==> src/hw/rtl/bia_pkg.sv <==
// ----------------------------------------------------------------------------
// bia_pkg
// Shared constants, types and helper functions for the bitmap id allocator.
// ----------------------------------------------------------------------------
`default_nettype none

package bia_pkg;

    // Map geometry: MAP_WORDS words of 32 bits, one bit per id.
    localparam int MAP_WORDS = 128;
    localparam int WORD_BITS = 32;
    localparam int BIT_W     = 5;
    localparam int WORD_W    = $clog2(MAP_WORDS);
    localparam int ID_W      = 12;
    localparam int IDW_W     = ID_W - BIT_W;

    typedef logic [WORD_W-1:0]    word_idx_t;
    typedef logic [BIT_W-1:0]     bit_idx_t;
    typedef logic [WORD_BITS-1:0] map_word_t;

    // Operation codes carried by an item.
    typedef enum logic [1:0] {
        OP_ALLOC   = 2'd0,
        OP_RELEASE = 2'd1,
        OP_RESERVE = 2'd2,
        OP_NONE    = 2'd3
    } op_t;

    // Position of the lowest set bit; zero when no bit is set.
    function automatic bit_idx_t lowest_set(input map_word_t v);
        bit_idx_t b;
        b = '0;
        for (int i = WORD_BITS - 1; i >= 0; i--)
        begin
            if (v[i])
            begin
                b = BIT_W'(i);
            end
        end
        return b;
    endfunction

    // Next word index with wrap-around after the last word.
    function automatic word_idx_t next_word(input word_idx_t w);
        word_idx_t n;
        if (w == WORD_W'(MAP_WORDS - 1))
        begin
            n = '0;
        end
        else
        begin
            n = w + 1'b1;
        end
        return n;
    endfunction

endpackage

`default_nettype wire

==> src/hw/rtl/bia_ram.sv <==
// ----------------------------------------------------------------------------
// bia_ram
// Simple dual-port synchronous RAM: one write port and one read port with a
// registered read.
// ----------------------------------------------------------------------------
`default_nettype none

module bia_ram #(
    parameter int DEPTH  = 128,
    parameter int WIDTH  = 32,
    parameter int ADDR_W = $clog2(DEPTH)
) (
    input  wire logic              clk,
    input  wire logic              wr_en,
    input  wire logic [ADDR_W-1:0] wr_addr,
    input  wire logic [WIDTH-1:0]  wr_data,
    input  wire logic              rd_en,
    input  wire logic [ADDR_W-1:0] rd_addr,
    output logic      [WIDTH-1:0]  rd_data
);

    logic [WIDTH-1:0] mem [DEPTH];
    logic [WIDTH-1:0] rd_data_reg;

    // Write port and registered read port.
    always_ff @(posedge clk)
    begin
        if (wr_en)
        begin
            mem[wr_addr] <= wr_data;
        end
        if (rd_en)
        begin
            rd_data_reg <= mem[rd_addr];
        end
    end

    assign rd_data = rd_data_reg;

endmodule

`default_nettype wire

==> src/hw/rtl/bitmap_id_allocator.sv <==
// ----------------------------------------------------------------------------
// bitmap_id_allocator
// Allocates, releases and reserves ids held in a bitmap of free ids, with a
// roving word pointer that sets where the next allocation starts its scan.
// ----------------------------------------------------------------------------
//
//  Channel   Handshake           Payload
//  --------  ------------------  ------------------------------
//  command   start && !busy      operation[1:0], id[11:0]
//  result    done (one cycle)    granted_id[11:0], status
//
//  An allocate reads one map word per cycle from the RAM, starting at the
//  pointer: busy stays high while it examines from 1 to MAP_WORDS words,
//  and done is registered from the last word examined.
//  Release and reserve do one read-modify-write.
//  An unknown operation or an id beyond the map gives done the next cycle.
//  After reset every word reads as all ones through per-word valid bits;
//  no clearing pass is needed. The receiver cannot stall the result.
// ----------------------------------------------------------------------------
`default_nettype none

module bitmap_id_allocator
(
    input  wire logic                   clk,
    input  wire logic                   rst_n,
    input  wire logic                   start,
    output logic                        busy,
    input  wire logic [1:0]             operation,
    input  wire logic [bia_pkg::ID_W-1:0] id,
    output logic                        done,
    output logic [bia_pkg::ID_W-1:0]    granted_id,
    output logic                        status
);

    import bia_pkg::*;

    typedef enum logic [1:0] {
        ST_IDLE,
        ST_SCAN,
        ST_MOD
    } state_t;

    state_t             state_reg;
    op_t                op_reg;
    bit_idx_t           bit_reg;
    word_idx_t          cur_word_reg;
    word_idx_t          scan_word_reg;
    word_idx_t          scan_cnt_reg;
    logic               done_reg;
    logic [ID_W-1:0]    granted_reg;
    logic               status_reg;

    logic [MAP_WORDS-1:0] valid_reg;
    logic                 rd_valid_reg;

    logic               rd_en;
    word_idx_t          rd_addr;
    logic               wr_en;
    word_idx_t          wr_addr;
    map_word_t          wr_data;
    map_word_t          rd_data;
    map_word_t          word_data;
    bit_idx_t           low_bit;
    map_word_t          bit_mask;
    op_t                in_op;
    logic [IDW_W-1:0]   in_word;
    logic               in_range;
    logic               accept;
    logic               last_word;

    assign accept   = start && !busy;
    assign in_op    = op_t'(operation);
    assign in_word  = id[ID_W-1:BIT_W];
    assign in_range = (32'(in_word) < MAP_WORDS);

    // A word never written since reset reads as all ones.
    assign word_data = rd_valid_reg ? rd_data : '1;
    assign low_bit   = lowest_set(word_data);
    assign bit_mask  = map_word_t'(1) << ((state_reg == ST_SCAN) ? low_bit : bit_reg);
    assign last_word = (scan_cnt_reg == WORD_W'(MAP_WORDS - 1));

    // RAM access control for the scan and the read-modify-write.
    always_comb
    begin
        rd_en   = 1'b0;
        rd_addr = '0;
        wr_en   = 1'b0;
        wr_addr = cur_word_reg;
        wr_data = word_data & ~bit_mask;
        unique case (state_reg)
            ST_IDLE:
            begin
                if (accept)
                begin
                    rd_en   = 1'b1;
                    rd_addr = (in_op == OP_ALLOC) ? scan_word_reg : WORD_W'(in_word);
                end
            end
            ST_SCAN:
            begin
                if (word_data != '0)
                begin
                    wr_en = 1'b1;
                end
                else if (!last_word)
                begin
                    rd_en   = 1'b1;
                    rd_addr = next_word(cur_word_reg);
                end
            end
            ST_MOD:
            begin
                wr_en = 1'b1;
                if (op_reg == OP_RELEASE)
                begin
                    wr_data = word_data | bit_mask;
                end
            end
            default:
            begin
                rd_en = 1'b0;
            end
        endcase
    end

    bia_ram #(
        .DEPTH (MAP_WORDS),
        .WIDTH (WORD_BITS),
        .ADDR_W(WORD_W)
    ) u_map_ram (
        .clk    (clk),
        .wr_en  (wr_en),
        .wr_addr(wr_addr),
        .wr_data(wr_data),
        .rd_en  (rd_en),
        .rd_addr(rd_addr),
        .rd_data(rd_data)
    );

    // Per-word valid bits, registered alongside the RAM read.
    always_ff @(posedge clk or negedge rst_n)
    begin
        if (!rst_n)
        begin
            valid_reg    <= '0;
            rd_valid_reg <= 1'b0;
        end
        else
        begin
            if (wr_en)
            begin
                valid_reg[wr_addr] <= 1'b1;
            end
            if (rd_en)
            begin
                rd_valid_reg <= valid_reg[rd_addr];
            end
        end
    end

    // Control state machine with the registered result.
    always_ff @(posedge clk or negedge rst_n)
    begin
        if (!rst_n)
        begin
            state_reg     <= ST_IDLE;
            op_reg        <= OP_NONE;
            bit_reg       <= '0;
            cur_word_reg  <= '0;
            scan_word_reg <= '0;
            scan_cnt_reg  <= '0;
            done_reg      <= 1'b0;
            granted_reg   <= '0;
            status_reg    <= 1'b0;
        end
        else
        begin
            done_reg <= 1'b0;
            unique case (state_reg)
                ST_IDLE:
                begin
                    if (accept)
                    begin
                        op_reg       <= in_op;
                        bit_reg      <= id[BIT_W-1:0];
                        scan_cnt_reg <= '0;
                        unique case (in_op)
                            OP_ALLOC:
                            begin
                                cur_word_reg <= scan_word_reg;
                                state_reg    <= ST_SCAN;
                            end
                            OP_RELEASE,
                            OP_RESERVE:
                            begin
                                cur_word_reg <= WORD_W'(in_word);
                                if (in_range)
                                begin
                                    state_reg <= ST_MOD;
                                end
                                else
                                begin
                                    done_reg    <= 1'b1;
                                    granted_reg <= '0;
                                    status_reg  <= 1'b0;
                                end
                            end
                            OP_NONE:
                            begin
                                done_reg    <= 1'b1;
                                granted_reg <= '0;
                                status_reg  <= 1'b0;
                            end
                            default:
                            begin
                                state_reg <= ST_IDLE;
                            end
                        endcase
                    end
                end
                ST_SCAN:
                begin
                    if (word_data != '0)
                    begin
                        // Take the lowest free bit of this word.
                        done_reg    <= 1'b1;
                        granted_reg <= ID_W'({cur_word_reg, low_bit});
                        status_reg  <= 1'b0;
                        if (low_bit == BIT_W'(WORD_BITS - 1))
                        begin
                            scan_word_reg <= next_word(cur_word_reg);
                        end
                        else
                        begin
                            scan_word_reg <= cur_word_reg;
                        end
                        state_reg <= ST_IDLE;
                    end
                    else if (last_word)
                    begin
                        // Every word examined and none has a free bit.
                        done_reg    <= 1'b1;
                        granted_reg <= '0;
                        status_reg  <= 1'b1;
                        state_reg   <= ST_IDLE;
                    end
                    else
                    begin
                        cur_word_reg <= next_word(cur_word_reg);
                        scan_cnt_reg <= scan_cnt_reg + 1'b1;
                    end
                end
                ST_MOD:
                begin
                    // A release below the pointer pulls the pointer back.
                    if (op_reg == OP_RELEASE && cur_word_reg < scan_word_reg)
                    begin
                        scan_word_reg <= cur_word_reg;
                    end
                    done_reg    <= 1'b1;
                    granted_reg <= '0;
                    status_reg  <= 1'b0;
                    state_reg   <= ST_IDLE;
                end
                default:
                begin
                    state_reg <= ST_IDLE;
                end
            endcase
        end
    end

    assign busy       = (state_reg != ST_IDLE);
    assign done       = done_reg;
    assign granted_id = granted_reg;
    assign status     = status_reg;

`ifndef SYNTHESIS
    // A result only follows an accepted item or work in progress.
    assert property (@(posedge clk) disable iff (!rst_n)
        done |-> ($past(busy) || $past(start)))
        else $error("result without an item in progress");

    // A map write closes the item: its result appears next cycle.
    assert property (@(posedge clk) disable iff (!rst_n)
        wr_en |=> done)
        else $error("map written without a result following");

    // A failed allocate leaves the map untouched.
    assert property (@(posedge clk) disable iff (!rst_n)
        (done && status) |-> !$past(wr_en))
        else $error("map written on a full-map failure");

    // Writes happen only while scanning or modifying.
    assert property (@(posedge clk) disable iff (!rst_n)
        wr_en |-> (state_reg == ST_SCAN || state_reg == ST_MOD))
        else $error("map write outside an active item");
`endif

endmodule

`default_nettype wire
==> config.mk <==
export PLATFORM = sky130hd
export DESIGN_NAME = bitmap_id_allocator
export DESIGN_NICKNAME = d
export VERILOG_FILES = /design/src/hw/rtl/bia_pkg.sv /design/src/hw/rtl/bia_ram.sv /design/src/hw/rtl/bitmap_id_allocator.sv
export SDC_FILE = /design/constraint.sdc
export NUM_CORES = 2
export LEC_CHECK = 0
export BUFFER_PORTS_ARGS = -buffer_cell sky130_fd_sc_hd__buf_2
export CELL_PAD_IN_SITES_DETAIL_PLACEMENT = 1
export CELL_PAD_IN_SITES_GLOBAL_PLACEMENT = 1
export CORE_ASPECT_RATIO = 0.8
export CORE_MARGIN = 2
export CORE_UTILIZATION = 40
export CTS_BUF_LIST = sky130_fd_sc_hd__clkbuf_4
export DETAILED_ROUTE_END_ITERATION = 7
export MAX_ROUTING_LAYER = met4
export PLACE_DENSITY_LB_ADDON = 0.1
export SLEW_MARGIN = 20
export SYNTH_ARGS = -nofsm -noshare
export SYNTH_HDL_FRONTEND = slang
export SYNTH_HIERARCHICAL = 1
export SYNTH_SLANG_ARGS = --single-unit
==> constraint.sdc <==
create_clock -name clk -period 13.83 [get_ports clk]
set_input_delay 1.383 -clock clk [delete_from_list [all_inputs] [get_ports clk]]
set_output_delay 1.383 -clock clk [all_outputs]
set_load 0.02 [all_outputs]
==> results.md <==
- Clk Latency, worst-skew pair: 1.78 ns
- HP Start: id[10]
- Slew Viols, Final: 0
- Final #Nets: 8153
- Post-synthesis adder-cell area fraction: 0.00105
- Detailed-router iteration count before antenna repair: 5
- Crit. Startpoint: u_map_ram/rd_data[15]
- HPWL Detailed: 281 mm
- Grt total ovfl: 0
- Initial antenna violation count: 59
- Synth Area in XOR/XNOR: 0.000421
- Num CTS Buffers: 1175
- FF+latch count, synth: 4301
- Slew @ Worst Pin: 1.14 ns
- Hold_buf cts: 14
- Pwr dens: 183 nW/um^2
- Final Hold Viols: 0
- Synth Area in Compound Gates: 0.0130
- Arr. time, crit path: 9.51 ns
- Setup-failing EPs final: 0
- GPL Wtd Cong: 0.810
- Startpoint Class: flip-flop
- Reg2reg start: u_map_ram/rd_data[15]
- CTS tree: done
- All-layer global routing usage: 0.260
- Area Overhead vs Synth: 13.9%
- Vias per Instance: 5.92
- Routed Antenna Nets: 0
- Largest cells by area after synthesis: edfxtp_1, mux4_2, dfrtp_1, o21bai_1, mux2i_1
- Via count: 85400
- Die width: 725 um
- Design area: 189000 sq um
- Worst-path clk slew: 0.07 ns
- Vias in the first global route: 89800
- Netlist cell types: 80
- Filler cells: 37700
- Post-synth top area share: 0.746
- Post-synthesis sequential area ratio: 0.772
- Dpl ws: 5.78 ns
- Final WS setup: 5.75 ns
- DP Area: 175000 sq um
- First-pass GRT wire length: 725 mm
- Number of H-tree levels: 7
- WL final: 524 mm
- Post-CTS Setup Inserts: 0
- Max-Cap Viols: 0
- Outcome: complete, no violations
- Main synth FF type: edfxtp_1
- Drt drc: 0
- Post-Route Utilization: 0.458
- Min Hold Slack: 0.215 ns
- Post-synthesis simple-gate area fraction: 0.0134
- Initial Util: 0.402
- Critical path fanouts, max: 103
- Syn Nets: 7035
- CTS sink count: 4301
- Max reg flops: 4096
- IO Port Bufs: 31
- Post-CTS sizing: 0
- Setup_tns: 0 ns
- Hold Crit Class: input port to flip-flop
- Leak: 0.0578 uW
- Largest net degree at the start of global routing: 129
- Die ar.: 421000 sq um
- Synth warn: 6
- Clock tree buffer depth: 5
- Layout cells sized above 1: 0.407
- Die span in y: 581 um
- Post-Syn Area per Cell: 23.7 sq um
- Number of core rows: 211
- Synth Instances: 7004
- Worst Setup End Kind: flip-flop
- Tmin final: 8.08 ns
- Post-synthesis mux area share: 0.190
- Worst IR Drop VDD: 0.000116 V
- Root Buffer: clkbuf_4
- Slew HR: 0.238
- Top-count cell post-synth: edfxtp_1
- CORE AREA: 413000 sq um
- WS Path Type: flip-flop to flip-flop
- WP data required: 15.27 ns
- Post-Synthesis Cell Area: 166000 sq um
- Combinational family with the most area after synthesis: multiplexers
- Multi-input logic area: 37700 sq um
- Peak Freq: 124 MHz
- Final Skew: 0.119 ns
- FFs w/ async S/R, synth: 0.0402
- Most frequent cells after synthesis: edfxtp_1, mux4_2, clkbuf_1
- RSZ-0062 raised after global routing: false
- Largest area contributor in the netlist: edfxtp_1
- Post-synth EDFFs: 4128
- Iteration-0 DRC count of the detailed router: 10500
- Drt wl/cell: 36.4 um
- I/O Pins: 32
- Final Cycle Share: 0.584
- Reg area: 128000 sq um
==> logic make-up (layout without fill, tap and decap cells) <==
family | Yosys count | after routing
AO/OA/AOI/OAI | 304 | 304
XOR/XNOR | 8 | 8
adder cells (fa/ha/maj) | 14 | 14
buffers and inverters | 417 | 2218
flip-flops | 4301 | 4301
multiplexers | 1471 | 1471
other | 0 | 79
AND/OR/NAND/NOR | 489 | 489
==> through the flow <==
stage / power (uW) / std cells
2_1_floorplan: 20900 / 7004
3_3_place_gp: 24100 / 12500
3_5_place_dp: 24300 / 12500
4_1_cts: 35100 / 14300
5_1_grt: 36100 / 14400
6_report: 34700 / 14400
==> cells in the final DEF (no fill, tap or decap), drive strengths merged, types with 8 or more instances in the layout <==
cell type    netlist  layout
edfxtp          4128    4128
clkbuf           219    1663
mux4            1344    1344
buf              153     299
nor2             200     200
clkinv             2     173
dfrtp            171     171
nand2            128     128
o21bai           122     122
mux2i             83      83
diode              0      79
inv               43      61
o21ai             46      46
mux2              44      44
a21oi             42      42
nand4             39      39
nand3             35      35
nor3              34      34
nor2b             17      17
ha                14      14
dlygate4sd3        0      14
a211oi            14      14
bufinv             0       8
==> layer usage <==
| metal | track usage | wire (um) |
|---|---|---|
| met5 | - | 0 |
| met4 | 0.0760 | 9620 |
| met3 | 0.0548 | 41900 |
| met2 | 0.372 | 237000 |
| met1 | 0.377 | 235000 |
==> layout make-up <==
cell class,instances,share of cell area
inverter,45,0.00108
tap,5538,0.0366
clock inverter,197,0.00510
multi-input combinational,2286,0.199
antenna,79,0.00104
sequential,4301,0.678
clock buffer,1663,0.0660
timing repair buffer,313,0.0136
==> critical path, cell delays in order, from the launching register on <==
cell and delay [ns]:
edfxtp_1 0.68, nor4_1 0.93, nand2_1 0.38, nor4_2 0.65, a21oi_4 0.08, buf_4 0.31
inv_8 0.70, buf_12 0.65, buf_4 0.91, mux4_2 0.43, mux4_2 0.71, mux4_2 0.70
mux2_2 0.32
==> power breakdown <==
group	internal, uW	switching [uW]
logic	2210	5250
registers	16200	248
clock network	5610	5160
total	24000	10700
==> final timing paths <==
path / to / slack, ns / cells after the start
worst max-delay path: u_map_ram/rd_data[18] / 5.75 / 12
worst min-delay path: cur_word_reg[5] / 0.21 / 5
worst max register to register: u_map_ram/rd_data[18] / 5.75 / 12
worst min register to register: valid_reg[2] / 0.46 / 2
max in group asynchronous: valid_reg[32] / 12.15 / 3
min in group asynchronous: granted_id[8] / 0.32 / 2
Note: power is estimated with default switching activity, not from simulation.
